**config.mk**
```make
export PLATFORM = sky130hd
export DESIGN_NAME = pool_slot_allocator_with_eviction_top
export DESIGN_NICKNAME = d
export VERILOG_FILES = /design/src/rtl/core/psa_pkg.sv /design/src/rtl/core/psa_slot_mem.sv /design/src/rtl/core/pool_slot_allocator_with_eviction_top.sv
export SDC_FILE = /design/constraint.sdc
export NUM_CORES = 1
export LEC_CHECK = 0
export BUFFER_PORTS_ARGS = -buffer_cell sky130_fd_sc_hd__buf_2
export CAP_MARGIN = 20
export CORE_UTILIZATION = 50
export DETAILED_ROUTE_END_ITERATION = 12
export GPL_TIMING_DRIVEN = 0
export PLACE_DENSITY = 0.67
export SETUP_SLACK_MARGIN = 0.3
export SYNTH_ARGS = -nofsm -noshare
export SYNTH_HDL_FRONTEND = slang
export SYNTH_SLANG_ARGS = --single-unit
```
**constraint.sdc**
```tcl
create_clock -name clk_i -period 7.9 [get_ports clk_i]
set_clock_uncertainty 0.1 [all_clocks]
set_input_delay 0.79 -clock clk_i [delete_from_list [all_inputs] [get_ports clk_i]]
set_output_delay 0.79 -clock clk_i [all_outputs]
set_load 0.005 [all_outputs]
```
**src/rtl/core/psa_pkg.sv**
```systemverilog
// ----------------------------------------------------------------------------
// Slot pool allocator package
// Shared types, command and status codes, register indexes and reset values.
// ----------------------------------------------------------------------------
package psa_pkg;

  // Default number of slots in the pool
  localparam int unsigned PoolSlotsDef = 16;
  // Most auto releases reported for one tick
  localparam int unsigned MaxResults   = 16;
  localparam int unsigned ResCntW      = $clog2(MaxResults + 1);

  // Configuration register indexes
  typedef enum logic [1:0] {
    CFG_MAX_POOL  = 2'd0,
    CFG_PREWARM   = 2'd1,
    CFG_TIMEOUT   = 2'd2,
    CFG_EVICT     = 2'd3
  } cfg_idx_e;

  localparam logic [4:0]  MaxPoolRst = 5'd16;
  localparam logic [4:0]  PrewarmRst = 5'd0;
  localparam logic [15:0] TimeoutRst = 16'd0;
  localparam logic [1:0]  EvictRst   = 2'd0;

  // Eviction modes
  typedef enum logic [1:0] {
    EVICT_NONE   = 2'd0,
    EVICT_OLDEST = 2'd1,
    EVICT_PRIO   = 2'd2,
    EVICT_RSVD   = 2'd3
  } evict_e;

  // Commands
  typedef enum logic [2:0] {
    CMD_INIT        = 3'd0,
    CMD_ACQUIRE     = 3'd1,
    CMD_RELEASE     = 3'd2,
    CMD_RELEASE_ALL = 3'd3,
    CMD_TICK        = 3'd4
  } cmd_e;

  // Result status codes
  typedef enum logic [2:0] {
    STS_REUSED       = 3'd0,
    STS_CREATED      = 3'd1,
    STS_EVICTED      = 3'd2,
    STS_FULL         = 3'd3,
    STS_RELEASED     = 3'd4,
    STS_NOT_ACTIVE   = 3'd5,
    STS_NONE_EXPIRED = 3'd6,
    STS_INITIALIZED  = 3'd7
  } status_e;

  typedef struct packed {
    logic [2:0]         command;
    logic signed [15:0] priority_req;
    logic [3:0]         slot_id;
  } in_word_t;

  typedef struct packed {
    logic [2:0]  status;
    logic [3:0]  slot;
    logic [4:0]  freed_count;
    logic [4:0]  live_count;
    logic [4:0]  idle_count;
    logic [15:0] eviction_total;
    logic        last;
  } out_word_t;

  // Per-slot record kept in memory
  typedef struct packed {
    logic signed [15:0] prio;
    logic [31:0]        stamp;
  } slot_rec_t;

endpackage

```
**src/rtl/core/psa_slot_mem.sv**
```systemverilog
// ----------------------------------------------------------------------------
// Slot record memory
// Priority and acquire stamp per slot, one write and one registered read port.
// ----------------------------------------------------------------------------
module psa_slot_mem #(
  parameter int unsigned Slots = psa_pkg::PoolSlotsDef,
  parameter int unsigned AddrW = $clog2(Slots)
) (
  input  logic                 clk_i,
  input  logic                 we_i,
  input  logic [AddrW-1:0]     waddr_i,
  input  psa_pkg::slot_rec_t   wrec_i,
  input  logic [AddrW-1:0]     raddr_i,
  output psa_pkg::slot_rec_t   rrec_o
);
  import psa_pkg::*;

  slot_rec_t mem_q [Slots];
  slot_rec_t rrec_q;

  always_ff @(posedge clk_i) begin
    if (we_i) begin
      mem_q[waddr_i] <= wrec_i;
    end
    rrec_q <= mem_q[raddr_i];
  end

  assign rrec_o = rrec_q;

endmodule

```
**src/rtl/core/pool_slot_allocator_with_eviction_top.sv**
```systemverilog
// ----------------------------------------------------------------------------
// Slot pool allocator with eviction
// Acquire, release and timed auto release of pool slots with eviction by age
// or priority, built around one scan unit that visits a slot per cycle.
// ----------------------------------------------------------------------------
// Sequence: init, release and release all load their result from the execute state; acquire
// goes through setup, one scan pass over the slot memory read port, and resolve. Tick
// with a zero timeout goes straight to emit, else it scans first, then emits one word
// per freed slot as the walk reaches it, or one none-expired word.
// Commands: the next command is taken once the block is idle again after its last result
// loads; output stalls add. Reset clears control, restores register defaults, not slot memory.
module pool_slot_allocator_with_eviction_top #(
  parameter int unsigned POOL_SLOTS = psa_pkg::PoolSlotsDef
) (
  input  logic               clk_i,
  input  logic               rst_ni,
  input  logic               cfg_we_i,
  input  logic [1:0]         cfg_idx_i,
  input  logic [15:0]        cfg_data_i,
  input  logic               in_valid_i,
  output logic               in_stall_o,
  input  psa_pkg::in_word_t  in_word_i,
  output logic               out_valid_o,
  input  logic               out_stall_i,
  output psa_pkg::out_word_t out_word_o
);
  import psa_pkg::*;

  localparam int unsigned IdxW = $clog2(POOL_SLOTS);
  localparam int unsigned CntW = $clog2(POOL_SLOTS + 1);

  typedef enum logic [4:0] {
    ST_IDLE    = 5'b00001,
    ST_EXEC    = 5'b00010,
    ST_SCAN    = 5'b00100,
    ST_RESOLVE = 5'b01000,
    ST_EMIT    = 5'b10000
  } state_e;

  state_e state_q, state_d;

  // Configuration
  logic [4:0]  max_pool_q, prewarm_q;
  logic [15:0] timeout_q;
  logic [1:0]  mode_q;

  // Latched command
  logic [2:0]         cmd_q, cmd_d;
  logic signed [15:0] prio_q, prio_d;
  logic [3:0]         sid_q, sid_d;

  // Pool state
  logic [POOL_SLOTS-1:0] active_q, active_d;
  logic [CntW-1:0]       created_q, created_d;
  logic [CntW-1:0]       live_q, live_d;
  logic [31:0]           time_q, time_d;
  logic [15:0]           evict_q, evict_d;

  // Scan unit
  logic [CntW-1:0]    idx_q, idx_d;
  logic               p_vld_q, p_vld_d;
  logic [IdxW-1:0]    p_idx_q, p_idx_d;
  logic               free_fnd_q, free_fnd_d;
  logic [IdxW-1:0]    free_idx_q, free_idx_d;
  logic               vic_fnd_q, vic_fnd_d;
  logic [IdxW-1:0]    vic_idx_q, vic_idx_d;
  logic [31:0]        vic_age_q, vic_age_d;
  logic signed [15:0] vic_prio_q, vic_prio_d;
  logic [POOL_SLOTS-1:0] mask_q, mask_d;
  logic [ResCntW-1:0]    n_q, n_d;
  logic [ResCntW-1:0]    em_q, em_d;

  // Memory port
  logic            mem_we;
  logic [IdxW-1:0] mem_waddr;
  slot_rec_t       mem_wrec;
  slot_rec_t       mem_rrec;

  // Output register
  logic      out_valid_q;
  out_word_t out_word_q;
  out_word_t out_d;
  logic      out_load;
  logic      out_free;

  logic [CntW-1:0] lim;
  logic [31:0]     age;
  logic            issue;
  logic            better;

  assign lim      = (int'(max_pool_q) < int'(POOL_SLOTS)) ? CntW'(max_pool_q)
                                                           : CntW'(POOL_SLOTS);
  assign age      = time_q - mem_rrec.stamp;
  assign issue    = (idx_q < created_q);
  assign out_free = !out_valid_q || !out_stall_i;

  // Victim preference: older wins, or lower priority then older
  assign better = (mode_q == EVICT_OLDEST) ? (age > vic_age_q)
                : ((mem_rrec.prio < vic_prio_q) ||
                   ((mem_rrec.prio == vic_prio_q) && (age > vic_age_q)));

  psa_slot_mem #(
    .Slots (POOL_SLOTS),
    .AddrW (IdxW)
  ) u_slot_mem (
    .clk_i   (clk_i),
    .we_i    (mem_we),
    .waddr_i (mem_waddr),
    .wrec_i  (mem_wrec),
    .raddr_i (idx_q[IdxW-1:0]),
    .rrec_o  (mem_rrec)
  );

  always_comb begin
    logic            pick_ok;
    logic [IdxW-1:0] pick;
    logic [IdxW-1:0] sid_idx;

    pick_ok = 1'b0;
    pick    = '0;
    sid_idx = IdxW'(sid_q);

    state_d    = state_q;
    cmd_d      = cmd_q;
    prio_d     = prio_q;
    sid_d      = sid_q;
    active_d   = active_q;
    created_d  = created_q;
    live_d     = live_q;
    time_d     = time_q;
    evict_d    = evict_q;
    idx_d      = idx_q;
    p_vld_d    = p_vld_q;
    p_idx_d    = p_idx_q;
    free_fnd_d = free_fnd_q;
    free_idx_d = free_idx_q;
    vic_fnd_d  = vic_fnd_q;
    vic_idx_d  = vic_idx_q;
    vic_age_d  = vic_age_q;
    vic_prio_d = vic_prio_q;
    mask_d     = mask_q;
    n_d        = n_q;
    em_d       = em_q;

    mem_we    = 1'b0;
    mem_waddr = '0;
    mem_wrec  = '{prio: prio_q, stamp: time_q};

    out_load = 1'b0;
    out_d    = '0;

    case (state_q)
      ST_IDLE: begin
        if (in_valid_i) begin
          cmd_d   = in_word_i.command;
          prio_d  = in_word_i.priority_req;
          sid_d   = in_word_i.slot_id;
          state_d = ST_EXEC;
        end
      end

      ST_EXEC: begin
        case (cmd_q)
          CMD_INIT: begin
            if (out_free) begin
              active_d  = '0;
              created_d = (int'(prewarm_q) < int'(lim)) ? CntW'(prewarm_q) : lim;
              live_d    = '0;
              evict_d   = '0;
              out_load  = 1'b1;
              out_d.status = STS_INITIALIZED;
              out_d.last   = 1'b1;
              state_d   = ST_IDLE;
            end
          end
          CMD_ACQUIRE: begin
            idx_d      = '0;
            p_vld_d    = 1'b0;
            free_fnd_d = 1'b0;
            vic_fnd_d  = 1'b0;
            state_d    = ST_SCAN;
          end
          CMD_RELEASE: begin
            if (out_free) begin
              out_load     = 1'b1;
              out_d.slot   = sid_q;
              out_d.last   = 1'b1;
              if ((int'(sid_q) < int'(created_q)) && active_q[sid_idx]) begin
                active_d[sid_idx] = 1'b0;
                live_d       = live_q - CntW'(1);
                out_d.status = STS_RELEASED;
              end else begin
                out_d.status = STS_NOT_ACTIVE;
              end
              state_d = ST_IDLE;
            end
          end
          CMD_RELEASE_ALL: begin
            if (out_free) begin
              // live count always equals the number of active slots
              out_load          = 1'b1;
              out_d.status      = STS_RELEASED;
              out_d.freed_count = 5'(live_q);
              out_d.last        = 1'b1;
              active_d          = '0;
              live_d            = '0;
              state_d           = ST_IDLE;
            end
          end
          CMD_TICK: begin
            time_d  = time_q + 32'd1;
            n_d     = '0;
            em_d    = '0;
            mask_d  = '0;
            idx_d   = '0;
            p_vld_d = 1'b0;
            state_d = (timeout_q != 16'd0) ? ST_SCAN : ST_EMIT;
          end
          default: begin
            // drop unknown commands without a result
            state_d = ST_IDLE;
          end
        endcase
      end

      ST_SCAN: begin
        // issue one memory read per cycle, evaluate it on the next
        p_vld_d = issue;
        p_idx_d = idx_q[IdxW-1:0];
        if (issue) begin
          idx_d = idx_q + CntW'(1);
        end
        if (p_vld_q) begin
          if (cmd_q == CMD_TICK) begin
            if (active_q[p_idx_q] && (age >= {16'd0, timeout_q}) &&
                (n_q < ResCntW'(MaxResults))) begin
              active_d[p_idx_q] = 1'b0;
              live_d            = live_q - CntW'(1);
              mask_d[p_idx_q]   = 1'b1;
              n_d               = n_q + ResCntW'(1);
            end
          end else begin
            if (!active_q[p_idx_q]) begin
              if (!free_fnd_q) begin
                free_fnd_d = 1'b1;
                free_idx_d = p_idx_q;
              end
            end else if (!vic_fnd_q || better) begin
              vic_fnd_d  = 1'b1;
              vic_idx_d  = p_idx_q;
              vic_age_d  = age;
              vic_prio_d = mem_rrec.prio;
            end
          end
        end
        if (!issue && !p_vld_q) begin
          idx_d   = '0;
          state_d = (cmd_q == CMD_TICK) ? ST_EMIT : ST_RESOLVE;
        end
      end

      ST_RESOLVE: begin
        if (out_free) begin
          out_load   = 1'b1;
          out_d.last = 1'b1;
          if (free_fnd_q) begin
            pick_ok      = 1'b1;
            pick         = free_idx_q;
            live_d       = live_q + CntW'(1);
            out_d.status = STS_REUSED;
          end else if (created_q < lim) begin
            pick_ok      = 1'b1;
            pick         = IdxW'(created_q);
            created_d    = created_q + CntW'(1);
            live_d       = live_q + CntW'(1);
            out_d.status = STS_CREATED;
          end else if (((mode_q == EVICT_OLDEST) || (mode_q == EVICT_PRIO)) &&
                       vic_fnd_q) begin
            // victim stays active for the new owner; live count holds
            pick_ok      = 1'b1;
            pick         = vic_idx_q;
            if (evict_q != 16'hFFFF) begin
              evict_d = evict_q + 16'd1;
            end
            out_d.status = STS_EVICTED;
          end else begin
            out_d.status = STS_FULL;
          end
          if (pick_ok) begin
            active_d[pick] = 1'b1;
            mem_we         = 1'b1;
            mem_waddr      = pick;
            out_d.slot     = 4'(pick);
          end
          state_d = ST_IDLE;
        end
      end

      ST_EMIT: begin
        if (n_q == '0) begin
          if (out_free) begin
            out_load     = 1'b1;
            out_d.status = STS_NONE_EXPIRED;
            out_d.last   = 1'b1;
            state_d      = ST_IDLE;
          end
        end else if (mask_q[idx_q[IdxW-1:0]]) begin
          if (out_free) begin
            out_load     = 1'b1;
            out_d.status = STS_RELEASED;
            out_d.slot   = 4'(idx_q);
            out_d.last   = ((em_q + ResCntW'(1)) == n_q);
            em_d         = em_q + ResCntW'(1);
            idx_d        = idx_q + CntW'(1);
            if (out_d.last) begin
              state_d = ST_IDLE;
            end
          end
        end else begin
          idx_d = idx_q + CntW'(1);
        end
      end

      default: begin
        state_d = ST_IDLE;
      end
    endcase

    // counts reported are the ones after the step
    out_d.live_count     = 5'(live_d);
    out_d.idle_count     = 5'(created_d - live_d);
    out_d.eviction_total = evict_d;
  end

  always_ff @(posedge clk_i or negedge rst_ni) begin
    if (!rst_ni) begin
      max_pool_q <= MaxPoolRst;
      prewarm_q  <= PrewarmRst;
      timeout_q  <= TimeoutRst;
      mode_q     <= EvictRst;
    end else if (cfg_we_i) begin
      case (cfg_idx_i)
        CFG_MAX_POOL: max_pool_q <= cfg_data_i[4:0];
        CFG_PREWARM:  prewarm_q  <= cfg_data_i[4:0];
        CFG_TIMEOUT:  timeout_q  <= cfg_data_i;
        CFG_EVICT:    mode_q     <= cfg_data_i[1:0];
        default: ;
      endcase
    end
  end

  always_ff @(posedge clk_i or negedge rst_ni) begin
    if (!rst_ni) begin
      state_q     <= ST_IDLE;
      active_q    <= '0;
      created_q   <= '0;
      live_q      <= '0;
      time_q      <= '0;
      evict_q     <= '0;
      idx_q       <= '0;
      p_vld_q     <= 1'b0;
      free_fnd_q  <= 1'b0;
      vic_fnd_q   <= 1'b0;
      mask_q      <= '0;
      n_q         <= '0;
      em_q        <= '0;
      out_valid_q <= 1'b0;
    end else begin
      state_q    <= state_d;
      active_q   <= active_d;
      created_q  <= created_d;
      live_q     <= live_d;
      time_q     <= time_d;
      evict_q    <= evict_d;
      idx_q      <= idx_d;
      p_vld_q    <= p_vld_d;
      free_fnd_q <= free_fnd_d;
      vic_fnd_q  <= vic_fnd_d;
      mask_q     <= mask_d;
      n_q        <= n_d;
      em_q       <= em_d;
      if (out_load) begin
        out_valid_q <= 1'b1;
      end else if (!out_stall_i) begin
        out_valid_q <= 1'b0;
      end
    end
  end

  always_ff @(posedge clk_i) begin
    cmd_q      <= cmd_d;
    prio_q     <= prio_d;
    sid_q      <= sid_d;
    p_idx_q    <= p_idx_d;
    free_idx_q <= free_idx_d;
    vic_idx_q  <= vic_idx_d;
    vic_age_q  <= vic_age_d;
    vic_prio_q <= vic_prio_d;
    if (out_load) begin
      out_word_q <= out_d;
    end
  end

  assign in_stall_o  = (state_q != ST_IDLE);
  assign out_valid_o = out_valid_q;
  assign out_word_o  = out_word_q;

endmodule

```
==> reports/summary.log <==
[run_status] result of the run finished, violations left
[run_status] violated checks negative hold slack
[clock_tree] TritonCTS clock tree done
[critical_path] CP max FO 19
[finish] share of post-route cells with drive strength above 1 0.213
[timing] tightest slew margin relative to the limit 0.235
[global_routing] GRT Resource Usage Total 0.238
[floorplan] floorplan row count 110
[floorplan] IO Count 87
[clock_tree] number of sinks driven by the clock tree 1080
[timing] unrepaired setup endpoints after global routing false
[critical_path] category of the worst setup path launch point flop
[pwr] clock network fraction of total power 0.402
[timing] number of endpoints with negative hold slack in the final report 1
[clock_tree] total of hold buffers inserted after clock tree synthesis 0
[pwr] switching component of the power 3.21 mW
[critical_path] minimum setup slack among reg-to-reg paths 0.70 ns
[finish] relative area change from synthesis to final layout 15.1%
[placed_design] minimum setup slack after placement 0.784 ns
[clock_tree] Reg clk slew, reported paths 0.06 ns
[critical_path] Data required, critical path 8.24 ns
[routing] post-route antenna net violation count 0
[timing] worst hold slack -0.00191 ns
[logic_synthesis] post-synth cell types 82
[critical_path] capture point of the worst reg-to-reg path out_word_o[21]$_DFFE_PP_
[critical_path] length in cells of the worst reg-to-reg path 24
[global_routing] via count of the first global-routing pass 26715
[critical_path] cells along the critical path inv_1, ha_1, fa_1, nand2b_1, a21o_1, a21oi_1, nor2_1, xnor2_1, ha_1, and4_1, a221o_1, a211oi_1, and4_1, and4_1, o21ai_2, a22o_1, o31ai_1, ha_1, inv_1, fa_1, a21o_1, a21oi_1, xnor2_1, xnor2_2
[global_routing] wire length of the first global-routing pass 165 mm
[logic_synthesis] total of warnings raised by yosys 0
[placed_design] Port Buffers 86
[pwr] standby leakage power 18.8 nW
[floorplan] Core Area 90300 sq um
[clock_tree] Clk Latency, worst-skew pair 0.70 ns
[job] maximum capacitance violations 0
[finish] final net count 3144
[finish] combined flip-flop and latch cell area 31200 sq um
[routing] detailed-route vias per instance 6.05
[timing] actual transition at the worst max-transition pin 1.15 ns
[critical_path] category of the most critical setup path reg -> reg
[critical_path] Critical-path top delay cell sky130_fd_sc_hd__dfrtp_1
[logic_synthesis] Syn Std Cell Area 45700 sq um
[pwr] power after layout 13.3 mW
[logic_synthesis] flip-flop and latch count after synthesis 1080
[clock_tree] Gates resized, CTS repair 0
[floorplan] vertical die dimension 304 um
[timing] final number of max-transition violations 0
[critical_path] startpoint of the most critical register-to-register path time_q[0]$_DFFE_PN0P_
[routing] DR DRC count 0
[timing] post-layout min period 7.20 ns
[logic_synthesis] number of flops mapped to enable cells by yosys 890
[clock_tree] buffers inserted during post-CTS setup optimization 0
[pwr] portion of total power attributed to combinational logic 0.106
[routing] routed length per instance 25.7 um
[pwr] Internal Dissipation 10.1 mW
[finish] commonest non-fill, non-tap cells in the layout 890 x sky130_fd_sc_hd__edfxtp_1, 254 x sky130_fd_sc_hd__mux4_2, 140 x sky130_fd_sc_hd__dfrtp_1
[placed_design] routability congestion estimate from global placement 0.908
[finish] Layout fillers 6723
[pwr] proportion of power drawn by flip-flops and latches 0.492
[logic_synthesis] ys async rst share 0.131
[timing] final worst slack 0.705 ns
[logic_synthesis] Post-Syn Area per Cell 16.8 sq um
[critical_path] Buffers & Inverters on Critical Path 2
[pwr] fraction of power spent switching nets 0.240
[floorplan] area of the die 92600 sq um
[timing] period utilisation layout 0.911
[routing] Pre-Repair DR Iteration Count 6
[routing] total wirelength of the detailed-routed design 109 mm
[timing] Max Clock Freq 139 MHz
[floorplan] initial standard-cell utilization of the core 0.506
[finish] Antenna diodes 0
[logic_synthesis] Post-Synthesis Cells 2719
[critical_path] worst setup path start time_q[0]$_DFFE_PN0P_
[critical_path] Top delay family on crit path compound AO/OA/AOI/OAI gates
[clock_tree] number of CTS-inserted buffers 108
[clock_tree] clock tree root driver cell sky130_fd_sc_hd__clkbuf_16
[finish] commonest non-fill, non-tap cell in the layout sky130_fd_sc_hd__edfxtp_1
[finish] total area of multi-input combinational cells 13600 sq um
[clock_tree] number of buffers on the longest clock path 3
[logic_synthesis] proportion of synthesized chip area in sequential cells 0.684
[critical_path] endpoint arrival time on the critical path 7.53 ns
[finish] final core utilization 0.582
[global_routing] total grt overflow 0
[placed_design] Detail Placement HPWL 73.1 mm
[timing] final setup violation count 0
[logic_synthesis] post-synthesis net count 2890
[global_routing] maximum number of pins on one net before global-route repair 79
[global_routing] number of antenna violations at the first check in global routing 0
[routing] via count of the routed design 25664
[clock_tree] CTS H-tree lvls 3
[critical_path] nature of the critical path endpoint flop
[pwr] worst supply voltage drop on vdd 190 uV
[min_path] path class of the lowest-slack min-delay path in -> async
[critical_path] CP max stage delay 0.71 ns
[timing] total negative slack 0 ns
[logic_synthesis] leading register cell type out of synthesis sky130_fd_sc_hd__edfxtp_1
[routing] Iter 0 DRT Violations 2743
[pwr] ratio of total power to cell area 254 nW/um^2
[floorplan] Die Span X 304 um
metrics by stage:
stage                     area [sq um]  instances  hold slack (ns)
after floorplan                  45700       2719            0.308
after global placement           47600       3981            0.319
after detailed placement         48700       4027            0.331
after CTS                        52400       4232          0.00482
after global routing             52600       4244           0.0406
final                            52600       4244         -0.00191
registers in the layout, indices dropped and copies added, names as in the netlist, 16 cells and up:
register / cells
active_q: 16
prio_q: 16
out_word_o: 39
vic_prio_q: 16
u_slot_mem.mem_q: 768
vic_age_q: 32
u_slot_mem.rrec_o: 48
mask_q: 16
time_q: 32
evict_q: 16
timeout_q: 16
worst max path at each step:
| stage | cells after the start | to | slack [ns] |
|---|---|---|---|
| after global routing | 23 | out_word_o[21]$_DFFE_PP_ | 0.40 |
| after detailed placement | 24 | out_word_o[21]$_DFFE_PP_ | 0.78 |
| after global placement | 19 | vic_age_q[18]$_DFFE_PP_ | -1.78 |
| after floorplan | 19 | vic_age_q[0]$_DFFE_PP_ | 0.98 |
| after CTS | 24 | out_word_o[21]$_DFFE_PP_ | 0.76 |
| final | 24 | out_word_o[21]$_DFFE_PP_ | 0.70 |
Yosys cell counts (all sizes together) (35+ instances only):
library cell,n,area share
inv,135,0.011
nor3,35,0.0038
clkbuf,80,0.0066
o21ai,127,0.014
dfrtp,140,0.077
edfxtp,890,0.59
a21oi,93,0.011
nand2,137,0.011
xnor2,46,0.0090
ha,123,0.034
dfxtp,48,0.021
nor2,99,0.0082
mux4,254,0.13
nand3,57,0.0064
power groups by stage:
stage               logic (mW)  clock network (mW)  registers, mW
detailed placement        1.37                   0           6.67
floorplan                0.948                   0           6.60
global route              1.56                5.65           6.58
global placement          1.29                   0           6.66
finish                    1.42                5.36           6.56
CTS                       1.38                5.43           6.56
area by class of cell:
type | instances | area share
Sequential cell | 1080 | 0.594
Clock inverter | 72 | 0.0165
Multi-Input combinational cell | 1395 | 0.259
Timing Repair Buffer | 144 | 0.0292
Clock buffer | 133 | 0.0547
Inverter | 135 | 0.00964
Tap cell | 1176 | 0.0280
Buffer | 109 | 0.00852
kinds of logic (layout without fill, tap and decap cells):
family	count (synthesis)	after routing	share of synthesized area
AO/OA/AOI/OAI	406	406	0.0578
XOR/XNOR	73	73	0.0145
adder cells (fa/ha/maj)	126	126	0.0348
buffers and inverters	244	593	0.0209
flip-flops	1080	1080	0.684
multiplexers	288	288	0.133
AND/OR/NAND/NOR	502	502	0.0547
per-layer routing:
layer,vias up,routed length [um],track usage
li1,11270,-,-
met1,13283,44700,0.316
met2,922,55000,0.409
met3,189,6480,0.0351
met4,0,2700,0.0682
met5,-,0,0
Power figures use the tool's default switching activity.
